$ cat config.mk
export PLATFORM = sky130hd
export DESIGN_NAME = polygon_edge_scanline_walker_flat
export DESIGN_NICKNAME = d
export VERILOG_FILES = /design/src/pesw_pkg.sv /design/src/pesw_ifs.sv /design/src/pesw_ctrl.sv /design/src/pesw_datapath.sv /design/src/polygon_edge_scanline_walker.sv /design/src/flat_wrapper.sv
export SDC_FILE = /design/constraint.sdc
export NUM_CORES = 2
export LEC_CHECK = 0
export BUFFER_PORTS_ARGS = -buffer_cell sky130_fd_sc_hd__buf_2
export CORE_AREA = 2 2 230 232
export CTS_CLUSTER_DIAMETER = 150
export CTS_CLUSTER_SIZE = 25
export DETAILED_ROUTE_END_ITERATION = 8
export DIE_AREA = 0 0 232 234
export GPL_ROUTABILITY_DRIVEN = 1
export PLACE_DENSITY_LB_ADDON = 0.12
export SETUP_SLACK_MARGIN = 0.3
export SLEW_MARGIN = 10
export SYNTH_ARGS = -nofsm -noshare
export SYNTH_HDL_FRONTEND = slang
export SYNTH_SLANG_ARGS = --single-unit
$ cat constraint.sdc
create_clock -name clk -period 8.44 [get_ports clk]
set_input_delay 0.422 -clock clk [delete_from_list [all_inputs] [get_ports clk]]
set_output_delay 0.422 -clock clk [all_outputs]
set_load 0.005 [all_outputs]
$ cat src/pesw_pkg.sv
// Shared constants, opcodes and control types of the polygon edge walker.
`default_nettype none
package pesw_pkg;

  localparam int ROWS_DEF = 64;   // default row capacity
  localparam int QW       = 24;   // quotient bits of the slope divide
  localparam int ADDR_W   = 3;
  localparam int DATA_W   = 32;
  localparam int RC_W     = 7;    // row_count register width

  localparam logic [ADDR_W-1:0] ADDR_ROW_COUNT = 3'd0;
  localparam logic [RC_W-1:0]   ROW_COUNT_RST  = 7'd64;

  typedef enum logic [1:0] {
    OP_MOVE  = 2'd0,
    OP_LINE  = 2'd1,
    OP_CLOSE = 2'd2
  } op_t;

  typedef struct packed {
    logic accept;
    logic setup;
    logic div_step;
    logic mul1;
    logic mul2;
    logic acc_init;
    logic emit;
  } cmd_t;

  typedef struct packed {
    logic edge_due;
    logic skip;
    logic div_done;
    logic last_row;
  } sts_t;

endpackage
`default_nettype wire

$ cat src/pesw_ifs.sv
// Valid/ready channel interfaces for path commands and edge records.
`default_nettype none
interface pesw_in_if;
  logic              valid;
  logic              ready;
  logic [1:0]        opcode;
  logic signed [15:0] x;
  logic signed [15:0] y;
  modport source(output valid, opcode, x, y, input ready);
  modport sink(input valid, opcode, x, y, output ready);
endinterface

interface pesw_out_if;
  logic              valid;
  logic              ready;
  logic [5:0]        row;
  logic signed [12:0] xpos;
  logic              downward;
  logic              last;
  modport source(output valid, row, xpos, downward, last, input ready);
  modport sink(input valid, row, xpos, downward, last, output ready);
endinterface
`default_nettype wire

$ cat src/pesw_ctrl.sv
// Sequencing state machine of the edge walker.
`default_nettype none
module pesw_ctrl (
  input  wire logic          clk,
  input  wire logic          rst_n,
  input  wire logic          in_valid,
  output logic               in_ready,
  input  wire logic          out_ready,
  output logic               out_valid,
  input  wire pesw_pkg::sts_t sts,
  output pesw_pkg::cmd_t     cmd
);

  typedef enum logic [6:0] {
    S_IDLE  = 7'b0000001,
    S_SETUP = 7'b0000010,
    S_DIV   = 7'b0000100,
    S_MUL1  = 7'b0001000,
    S_MUL2  = 7'b0010000,
    S_ACC   = 7'b0100000,
    S_EMIT  = 7'b1000000
  } state_t;

  state_t state_r, state_nxt;
  logic   out_valid_r, out_valid_nxt;

  always_comb begin
    state_nxt = state_r;
    cmd       = '0;
    case (state_r)
      S_IDLE: begin
        if (in_valid) begin
          cmd.accept = 1'b1;
          if (sts.edge_due) state_nxt = S_SETUP;
        end
      end
      S_SETUP: begin
        cmd.setup = 1'b1;
        state_nxt = sts.skip ? S_IDLE : S_DIV;
      end
      S_DIV: begin
        cmd.div_step = 1'b1;
        if (sts.div_done) state_nxt = S_MUL1;
      end
      S_MUL1: begin
        cmd.mul1  = 1'b1;
        state_nxt = S_MUL2;
      end
      S_MUL2: begin
        cmd.mul2  = 1'b1;
        state_nxt = S_ACC;
      end
      S_ACC: begin
        cmd.acc_init = 1'b1;
        state_nxt    = S_EMIT;
      end
      S_EMIT: begin
        if (!out_valid_r || out_ready) begin
          cmd.emit = 1'b1;
          if (sts.last_row) state_nxt = S_IDLE;
        end
      end
      default: state_nxt = S_IDLE;
    endcase
  end

  assign out_valid_nxt = cmd.emit | (out_valid_r & ~out_ready);

  always_ff @(posedge clk) begin
    if (!rst_n) begin
      state_r     <= S_IDLE;
      out_valid_r <= 1'b0;
    end else begin
      state_r     <= state_nxt;
      out_valid_r <= out_valid_nxt;
    end
  end

  assign in_ready  = (state_r == S_IDLE);
  assign out_valid = out_valid_r;

  a_no_edge_stays_idle: assert property (@(posedge clk) disable iff (!rst_n)
    (cmd.accept && !sts.edge_due) |=> state_r == S_IDLE)
    else $error("item without edge left idle");
  a_emit_waits: assert property (@(posedge clk) disable iff (!rst_n)
    (state_r == S_EMIT && out_valid_r && !out_ready) |=> state_r == S_EMIT)
    else $error("walk left emit while output stalled");
  a_last_shown: assert property (@(posedge clk) disable iff (!rst_n)
    (cmd.emit && sts.last_row) |=> (out_valid_r && state_r == S_IDLE))
    else $error("final record not presented");

endmodule
`default_nettype wire

$ cat src/pesw_datapath.sv
// Figure state, slope divider, crossing accumulator and output register.
`default_nettype none
module pesw_datapath #(
  parameter int ROWS = pesw_pkg::ROWS_DEF
) (
  input  wire logic               clk,
  input  wire logic               rst_n,
  input  wire pesw_pkg::cmd_t     cmd,
  output pesw_pkg::sts_t          sts,
  input  wire logic [1:0]         in_opcode,
  input  wire logic signed [15:0] in_x,
  input  wire logic signed [15:0] in_y,
  input  wire logic               cfg_wr,
  input  wire logic [pesw_pkg::RC_W-1:0] cfg_wdata,
  output logic [pesw_pkg::RC_W-1:0] row_count,
  output logic [5:0]              out_row,
  output logic signed [12:0]      out_xpos,
  output logic                    out_downward,
  output logic                    out_last
);

  localparam int QW = pesw_pkg::QW;

  // figure state
  logic signed [15:0] last_px_r, last_py_r, first_px_r, first_py_r;
  logic signed [15:0] last_px_nxt, last_py_nxt, first_px_nxt, first_py_nxt;
  logic               fk_r, fo_r, fk_nxt, fo_nxt;
  logic [pesw_pkg::RC_W-1:0] row_count_r;

  // edge endpoints, top and bottom
  logic signed [15:0] tx_r, ty_r, bx_r, by_r;
  logic               down_r;
  logic signed [15:0] ex0, ey0, ex1, ey1;
  logic               sel, close_due, down_in;

  always_comb begin
    close_due = fo_r & fk_r & ((first_px_r != last_px_r) | (first_py_r != last_py_r));
    last_px_nxt  = last_px_r;
    last_py_nxt  = last_py_r;
    first_px_nxt = first_px_r;
    first_py_nxt = first_py_r;
    fk_nxt = fk_r;
    fo_nxt = fo_r;
    sel = 1'b0;
    ex0 = last_px_r;
    ey0 = last_py_r;
    ex1 = first_px_r;
    ey1 = first_py_r;
    case (pesw_pkg::op_t'(in_opcode))
      pesw_pkg::OP_MOVE: begin
        sel = close_due;
        last_px_nxt = in_x;
        last_py_nxt = in_y;
        fk_nxt = 1'b0;
        fo_nxt = 1'b1;
      end
      pesw_pkg::OP_LINE: begin
        sel = 1'b1;
        ex1 = in_x;
        ey1 = in_y;
        if (!fk_r) begin
          first_px_nxt = last_px_r;
          first_py_nxt = last_py_r;
          fk_nxt = 1'b1;
        end
        last_px_nxt = in_x;
        last_py_nxt = in_y;
      end
      pesw_pkg::OP_CLOSE: begin
        sel = close_due;
        last_px_nxt = first_px_r;
        last_py_nxt = first_py_r;
      end
      default: ;
    endcase
    down_in = ey1 > ey0;
  end

  // setup arithmetic on the latched edge
  logic signed [16:0] dx, ty3, yb5;
  logic [16:0]        dxm, dyw;
  logic signed [14:0] iy, yend, r0, r1, lim_m1;
  logic [pesw_pkg::RC_W-1:0] lim;
  logic [2:0]         dfrac;

  always_comb begin
    dx   = {bx_r[15], bx_r} - {tx_r[15], tx_r};
    dxm  = dx[16] ? 17'(-dx) : 17'(dx);
    dyw  = 17'({by_r[15], by_r} - {ty_r[15], ty_r});
    ty3  = {ty_r[15], ty_r} + 17'sd3;
    yb5  = {by_r[15], by_r} - 17'sd5;
    iy   = {ty3[16], ty3[16:3]};
    yend = {yb5[16], yb5[16:3]};
    dfrac = 3'd7 - ty3[2:0];   // distance from top point to first row centre
    lim  = (row_count_r > pesw_pkg::RC_W'(ROWS)) ? pesw_pkg::RC_W'(ROWS) : row_count_r;
    lim_m1 = $signed({{(15-pesw_pkg::RC_W){1'b0}}, lim}) - 15'sd1;
    r0   = iy[14] ? 15'sd0 : iy;
    r1   = (yend < lim_m1) ? yend : lim_m1;
  end

  // divider and walk registers
  logic [QW-1:0]      q_r;
  logic [15:0]        rem_r, dy_r;
  logic [16:0]        rem_sh;
  logic               neg_r;
  logic [4:0]         cnt_r;
  logic [2:0]         d_r;
  logic signed [14:0] iy_r, r0_r, r1_r, r_r;
  logic signed [QW:0] inv;
  logic signed [14:0] mul_b;
  logic signed [39:0] prod;
  logic signed [27:0] p1_r;
  logic signed [31:0] p2_r, p1x, acc_r, xsum;

  assign rem_sh = {rem_r, q_r[QW-1]};
  assign inv    = neg_r ? -$signed({1'b0, q_r}) : $signed({1'b0, q_r});
  assign mul_b  = cmd.mul1 ? $signed({12'd0, d_r}) : (r0_r - iy_r);
  assign prod   = inv * mul_b;
  assign p1x    = {{4{p1_r[27]}}, p1_r};
  assign xsum   = acc_r + 32'sd128;

  always_ff @(posedge clk) begin
    if (!rst_n) begin
      last_px_r  <= '0;
      last_py_r  <= '0;
      first_px_r <= '0;
      first_py_r <= '0;
      fk_r <= 1'b0;
      fo_r <= 1'b0;
      row_count_r <= pesw_pkg::ROW_COUNT_RST;
    end else begin
      if (cfg_wr) row_count_r <= cfg_wdata;
      if (cmd.accept) begin
        last_px_r  <= last_px_nxt;
        last_py_r  <= last_py_nxt;
        first_px_r <= first_px_nxt;
        first_py_r <= first_py_nxt;
        fk_r <= fk_nxt;
        fo_r <= fo_nxt;
      end
    end
  end

  always_ff @(posedge clk) begin
    if (cmd.accept) begin
      down_r <= down_in;
      if (down_in) begin
        tx_r <= ex0; ty_r <= ey0; bx_r <= ex1; by_r <= ey1;
      end else begin
        tx_r <= ex1; ty_r <= ey1; bx_r <= ex0; by_r <= ey0;
      end
    end
    if (cmd.setup) begin
      q_r   <= {dxm[15:0], 8'd0};
      rem_r <= '0;
      dy_r  <= dyw[15:0];
      neg_r <= dx[16];
      cnt_r <= '0;
      d_r   <= dfrac;
      iy_r  <= iy;
      r0_r  <= r0;
      r1_r  <= r1;
    end
    if (cmd.div_step) begin
      if (rem_sh >= {1'b0, dy_r}) begin
        rem_r <= 16'(rem_sh - {1'b0, dy_r});
        q_r   <= {q_r[QW-2:0], 1'b1};
      end else begin
        rem_r <= rem_sh[15:0];
        q_r   <= {q_r[QW-2:0], 1'b0};
      end
      cnt_r <= cnt_r + 5'd1;
    end
    if (cmd.mul1) p1_r <= prod[27:0];
    if (cmd.mul2) p2_r <= prod[31:0];
    if (cmd.acc_init) begin
      acc_r <= $signed({{11{tx_r[15]}}, tx_r, 5'd0}) + (p1x >>> 3) + p2_r;
      r_r   <= r0_r;
    end else if (cmd.emit) begin
      acc_r <= acc_r + {{(31-QW){inv[QW]}}, inv};
      r_r   <= r_r + 15'sd1;
    end
    if (cmd.emit) begin
      out_row      <= r_r[5:0];
      out_xpos     <= xsum[20:8];
      out_downward <= down_r;
      out_last     <= sts.last_row;
    end
  end

  assign sts.edge_due = sel && (ey1 != ey0);
  assign sts.skip     = r0 > r1;
  assign sts.div_done = (cnt_r == 5'(QW-1));
  assign sts.last_row = (r_r == r1_r);
  assign row_count    = row_count_r;

  a_row_in_range: assert property (@(posedge clk) disable iff (!rst_n)
    cmd.emit |=> ({1'b0, out_row} < lim))
    else $error("record row beyond row count");
  a_rem_bounded: assert property (@(posedge clk) disable iff (!rst_n)
    cmd.div_step |=> (rem_r < dy_r))
    else $error("divider remainder not reduced");
  a_walk_nonempty: assert property (@(posedge clk) disable iff (!rst_n)
    cmd.acc_init |-> (r0_r <= r1_r))
    else $error("walk started on an empty row range");

endmodule
`default_nettype wire

$ cat src/polygon_edge_scanline_walker.sv
// Top level of the polygon edge scanline walker.
// Takes move/line/close path commands (points in 1/8 units) and emits one
// edge record per sample row crossed. One command is taken at a time: after
// the accept cycle, the walk runs setup, a restoring divide for the inverse
// slope, a multiply by the offset to the first row centre and one by the rows
// clipped at the top on the shared multiplier, and a step to form the start
// x, then one record per cycle while the output is not stalled. A command
// with no edge returns straight to idle, and an edge that crosses no row in
// use ends after setup. Output stalls pause the walk; the output register
// lets the next command be taken while the final record of the previous one
// still waits. row_count sits at byte address 0.
`default_nettype none
module polygon_edge_scanline_walker #(
  parameter int ROWS = pesw_pkg::ROWS_DEF
) (
  input  wire logic clk,
  input  wire logic rst_n,
  pesw_in_if.sink   in_if,
  pesw_out_if.source out_if,
  input  wire logic psel,
  input  wire logic penable,
  input  wire logic pwrite,
  input  wire logic [pesw_pkg::ADDR_W-1:0] paddr,
  input  wire logic [pesw_pkg::DATA_W-1:0] pwdata,
  output logic [pesw_pkg::DATA_W-1:0]      prdata,
  output logic      pready
);

  pesw_pkg::cmd_t cmd;
  pesw_pkg::sts_t sts;
  logic [pesw_pkg::RC_W-1:0] row_count;
  logic cfg_wr, cfg_hit;

  // register write in the access phase
  assign cfg_hit = (paddr == pesw_pkg::ADDR_ROW_COUNT);
  assign cfg_wr  = psel & penable & pwrite & cfg_hit;
  assign pready  = 1'b1;
  assign prdata  = cfg_hit ? {{(pesw_pkg::DATA_W-pesw_pkg::RC_W){1'b0}}, row_count} : '0;

  pesw_ctrl u_ctrl (
    .clk       (clk),
    .rst_n     (rst_n),
    .in_valid  (in_if.valid),
    .in_ready  (in_if.ready),
    .out_ready (out_if.ready),
    .out_valid (out_if.valid),
    .sts       (sts),
    .cmd       (cmd)
  );

  pesw_datapath #(.ROWS(ROWS)) u_dp (
    .clk          (clk),
    .rst_n        (rst_n),
    .cmd          (cmd),
    .sts          (sts),
    .in_opcode    (in_if.opcode),
    .in_x         (in_if.x),
    .in_y         (in_if.y),
    .cfg_wr       (cfg_wr),
    .cfg_wdata    (pwdata[pesw_pkg::RC_W-1:0]),
    .row_count    (row_count),
    .out_row      (out_if.row),
    .out_xpos     (out_if.xpos),
    .out_downward (out_if.downward),
    .out_last     (out_if.last)
  );

endmodule
`default_nettype wire
$ cat src/flat_wrapper.sv
// flat-port wrapper written by rule: the top's interface ports become plain ports
module polygon_edge_scanline_walker_flat 
#(
  parameter int ROWS = pesw_pkg::ROWS_DEF
)
  (clk, rst_n, psel, penable, pwrite, paddr, pwdata, prdata, pready, in_if_valid, in_if_opcode, in_if_x, in_if_y, in_if_ready, out_if_valid, out_if_row, out_if_xpos, out_if_downward, out_if_last, out_if_ready);
  pesw_in_if in_if_i ();
  pesw_out_if out_if_i ();
  input  wire logic clk;
  input  wire logic rst_n;
  input  wire logic psel;
  input  wire logic penable;
  input  wire logic pwrite;
  input  wire logic [pesw_pkg::ADDR_W-1:0] paddr;
  input  wire logic [pesw_pkg::DATA_W-1:0] pwdata;
  output logic [pesw_pkg::DATA_W-1:0] prdata;
  output logic pready;
  input wire logic [$bits(in_if_i.valid)-1:0] in_if_valid;
  input wire logic [$bits(in_if_i.opcode)-1:0] in_if_opcode;
  input wire logic [$bits(in_if_i.x)-1:0] in_if_x;
  input wire logic [$bits(in_if_i.y)-1:0] in_if_y;
  output wire logic [$bits(in_if_i.ready)-1:0] in_if_ready;
  output wire logic [$bits(out_if_i.valid)-1:0] out_if_valid;
  output wire logic [$bits(out_if_i.row)-1:0] out_if_row;
  output wire logic [$bits(out_if_i.xpos)-1:0] out_if_xpos;
  output wire logic [$bits(out_if_i.downward)-1:0] out_if_downward;
  output wire logic [$bits(out_if_i.last)-1:0] out_if_last;
  input wire logic [$bits(out_if_i.ready)-1:0] out_if_ready;
  assign in_if_i.valid = in_if_valid;
  assign in_if_i.opcode = in_if_opcode;
  assign in_if_i.x = in_if_x;
  assign in_if_i.y = in_if_y;
  assign in_if_ready = in_if_i.ready;
  assign out_if_valid = out_if_i.valid;
  assign out_if_row = out_if_i.row;
  assign out_if_xpos = out_if_i.xpos;
  assign out_if_downward = out_if_i.downward;
  assign out_if_last = out_if_i.last;
  assign out_if_i.ready = out_if_ready;
  polygon_edge_scanline_walker #(.ROWS(ROWS)) u_core (.clk(clk), .rst_n(rst_n), .in_if(in_if_i), .out_if(out_if_i), .psel(psel), .penable(penable), .pwrite(pwrite), .paddr(paddr), .pwdata(pwdata), .prdata(prdata), .pready(pready));
endmodule
==> metrics.md <==
| Metric | Value |
|---|---|
| Die Wd | `232 um` |
| Chip Height | `234 um` |
| Hpwl dp | `60.16 mm` |
| Worst Setup Start Kind | `flip-flop` |
| GRT Util Overall | `0.2844` |
| Maximum clock rate | `125.8 MHz` |
| Post-synthesis cell type count | `80` |
| H-tree depth | `1` |
| Vias per cell | `5.621` |
| Final Hold Violating Endpoints | `0` |
| Worst Path Arrival | `8.27 ns` |
| Via Count | `22.11k` |
| Initial detailed-routing violation count | `1577` |
| Post-synth EDFFs | `270` |
| GRT Residual Overflow | `0` |
| Sequential Area | `9729 um2` |
| Clock tree sinks | `351` |
| Syn. warnings | `0` |
| Post-Syn Area per Cell | `9.410 um2` |
| # hold bufs at CTS | `0` |
| Vias in the first global route | `22.08k` |
| Number of max-cap violations | `0` |
| Crit path max-delay cell type | `fa_1` |
| Core area | `52020 um2` |
| Post-route setup TNS | `0 ns` |
| Least-Margin Pin Slew | `1.209 ns` |
| Clock Tree Buf Depth | `3` |
| Ys flop type | `edfxtp_1` |
| Worst slack, placed | `0.03520 ns` |
| Final net count | `3739` |
| CP endpoint kind | `flip-flop` |
| CP max stage delay | `0.55 ns` |
| Status | `complete, no violations` |
| Hold depth | `3` |
| Area post-placement | `31140 um2` |
| Fin crit period | `7.951 ns` |
| Worst Path Max Fanout | `6` |
| Max Slew Vio Count | `0` |
| FF+latch count, synth | `351` |
| Row count | `84` |
| Fillers | `4422` |
| Synthesized instance count | `3158` |
| Starting Density | `0.5712` |
| Multi-input logic area | `18250 um2` |
| Synth-to-Final Area Change | `7.743%` |
| Syn Std Cell Area | `29720 um2` |
| WP data required | `8.76 ns` |
| Worst Skew | `0.03130 ns` |
| Final Worst Setup Slack | `0.4894 ns` |
| Largest net degree at the start of global routing | `90` |
| Antenna violations before repair | `1` |
| # IOs | `132` |
| TritonCTS clock tree | `built` |
| Layout cell share with drive strength beyond 1 | `0.08598` |
| Setup-failing EPs final | `0` |
| Hold Path Class | `in -> reg` |
| Final instance area | `32020 um2` |
| Worst reg2reg path depth | `33` |
| Routed WL | `76.38 mm` |
| First-pass GRT wire length | `119.9 mm` |
| Die ar. | `54290 um2` |
| DR DRC count | `0` |
| Worst-path clk slew | `0.10 ns` |
| Latest clock arrival within the worst-skew pair | `0.56 ns` |
| GP Congestion | `0.9682` |
| Max-slew headroom | `0.1938` |
| TritonCTS buffer count | `18` |
| Ant diodes | `0` |
| Pre-Repair DR Iteration Count | `5` |
| Register area share after synthesis | `0.3274` |
| Async set-reset flop share out of synthesis | `0` |
| Unrepaired setup endpoints after global routing | `true` |
| DR WL/cell | `19.42 um` |
| CTS root buf | `clkbuf_16` |
| Most common cell type on the critical path | `fa_1` |
| Number of port buffers | `80` |
| Final Cycle Share | `0.9420` |
| Crit path kind | `reg -> reg` |
| ANT nets after route | `0` |
## per-layer routing
metal / vias to the layer above / GRT usage / wire length, um
met5: - / 0 / 13
met2: 521 / 0.4749 / 35860
li1: 10610 / - / -
met4: 2 / 0.1571 / 4838
met1: 10830 / 0.3668 / 32280
met3: 147 / 0.02651 / 3386
## final timing paths
check | startpoint | endpoint | slack (ns)
worst max-delay path | u_core.u_dp.r0_r[0]$_DFFE_PP_ | u_core.u_dp.p1_r[23]$_DFFE_PP_ | 0.49
worst min-delay path | pwdata[6] | u_core.u_dp.row_count[6]$_SDFFE_PN1P_ | 0.07
worst max register to register | u_core.u_dp.r0_r[0]$_DFFE_PP_ | u_core.u_dp.p1_r[23]$_DFFE_PP_ | 0.49
worst min register to register | u_core.u_dp.down_r$_DFFE_PP_ | u_core.u_dp.out_downward$_DFFE_PP_ | 0.46
## flip-flops by register name (all words and copies together) (netlist names), 14 cells and up
| name | count |
|---|---|
| u_core.u_dp.q_r | 24 |
| u_core.u_dp.acc_r | 21 |
| u_core.u_dp.p1_r | 21 |
| u_core.u_dp.p2_r | 21 |
| u_core.u_dp.bx_r | 16 |
| u_core.u_dp.by_r | 16 |
| u_core.u_dp.dy_r | 16 |
| u_core.u_dp.ex0 | 16 |
| u_core.u_dp.ey0 | 16 |
| u_core.u_dp.first_px_r | 16 |
| u_core.u_dp.first_py_r | 16 |
| u_core.u_dp.rem_r | 16 |
| u_core.u_dp.tx_r | 16 |
| u_core.u_dp.ty_r | 16 |
| u_core.u_dp.r_r | 15 |
| u_core.u_dp.iy_r | 14 |
| u_core.u_dp.r1_r | 14 |
## worst max-delay path: cells and delay by family (launching register included)
| family | cells | cell delay (ns) |
|---|---|---|
| buffers and inverters | 6 | 0.52 |
| and+or+nand+nor | 4 | 0.71 |
| adders and majority gates | 9 | 3.76 |
| AOI/OAI and AO/OA | 12 | 1.99 |
| DFF | 1 | 0.40 |
| xor gates and xnor gates | 2 | 0.33 |
## cells in the final DEF, fill, tap and decap left out, types with 7 or more instances in the layout
cell,Yosys,final
a21boi_0,48,48
inv_1,410,403
xor2_1,65,65
edfxtp_1,270,270
o21ai_0,138,128
nor3_1,40,38
nor2b_1,45,44
fa_1,207,199
xnor2_1,174,167
xnor2_2,0,7
o21bai_1,16,16
or3_1,15,13
inv_2,0,7
o31ai_1,18,15
nor4_1,16,15
fa_2,0,8
buf_2,2,80
o21a_1,35,35
mux2i_1,92,91
nand4_1,25,25
o41ai_1,8,7
nand2b_1,22,20
and3_1,31,31
a21oi_1,140,135
nor2_1,208,204
nand2_1,423,421
nand3_1,46,43
dfxtp_1,81,81
and2_1,82,81
ha_1,222,217
a21o_1,40,40
conb_1,2,26
clkbuf_1,97,10
a211oi_1,10,8
a31oi_1,7,7
clkbuf_16,0,20
buf_4,27,77
## layout make-up
class                           count  share of cell area
Timing Repair Buffer              164             0.03384
Clock buffer                       30             0.01680
Clock inverter                      1           0.0006252
Inverter                          410             0.04807
Sequential cell                   351              0.3039
Multi-Input combinational cell   2289              0.5699
Tap cell                          688             0.02689
## metrics by stage
| step | hold slack (ns) | std cells | utilization |
|---|---|---|---|
| CTS | 0.04920 | 3923 | 0.6109 |
| global placement | 0.4110 | 3888 | 0.5986 |
| global route | 0.06677 | 3933 | 0.6154 |
| floorplan | 0.4003 | 3182 | - |
| finish | 0.07226 | 3933 | 0.6154 |
| detailed placement | 0.4245 | 3888 | 0.5986 |
## kinds of logic after synthesis
logic type | Yosys count | share of synthesized area
muxes | 94 | 0.03175
and+or+nand+nor | 989 | 0.1543
DFF | 351 | 0.3274
buffers and inverters | 542 | 0.07229
xor gates and xnor gates | 243 | 0.07355
other | 2 | 0.0002527
adders and majority gates | 429 | 0.2329
AOI/OAI and AO/OA | 508 | 0.1076
## cells in the mapped netlist (all sizes together), types with 10 or more instances
library cell | number | area, um2
a211oi | 10 | 75.07
a21boi | 48 | 360.4
a21o | 41 | 309.1
a21oi | 140 | 700.7
and2 | 82 | 513.0
and3 | 31 | 193.9
buf | 34 | 231.5
clkbuf | 98 | 377.9
dfxtp | 81 | 1622
edfxtp | 270 | 8108
fa | 207 | 4144
ha | 222 | 2778
inv | 410 | 1539
mux2i | 92 | 920.9
nand2 | 426 | 1607
nand2b | 22 | 137.6
nand3 | 46 | 230.2
nand4 | 25 | 156.4
nor2 | 208 | 780.8
nor2b | 45 | 281.5
nor3 | 40 | 200.2
nor4 | 17 | 121.4
o21a | 35 | 262.8
o21ai | 140 | 704.4
o21bai | 16 | 120.1
o31ai | 19 | 156.4
or3 | 16 | 105.1
xnor2 | 174 | 1524
xor2 | 65 | 569.3
## timing repair
item | 4_1_cts | 5_1_grt
setup buffers | 4 | 10
cloned | 0 | 0
resized for setup | 13 | 46
endpoints found under the setup margin | 1 | 6
pin swaps | 19 | 54
hold endpoints to repair | 0 | 0
Power is not shown: default switching activity piles up to over one toggle a cycle in this logic, so the estimate is an artifact.
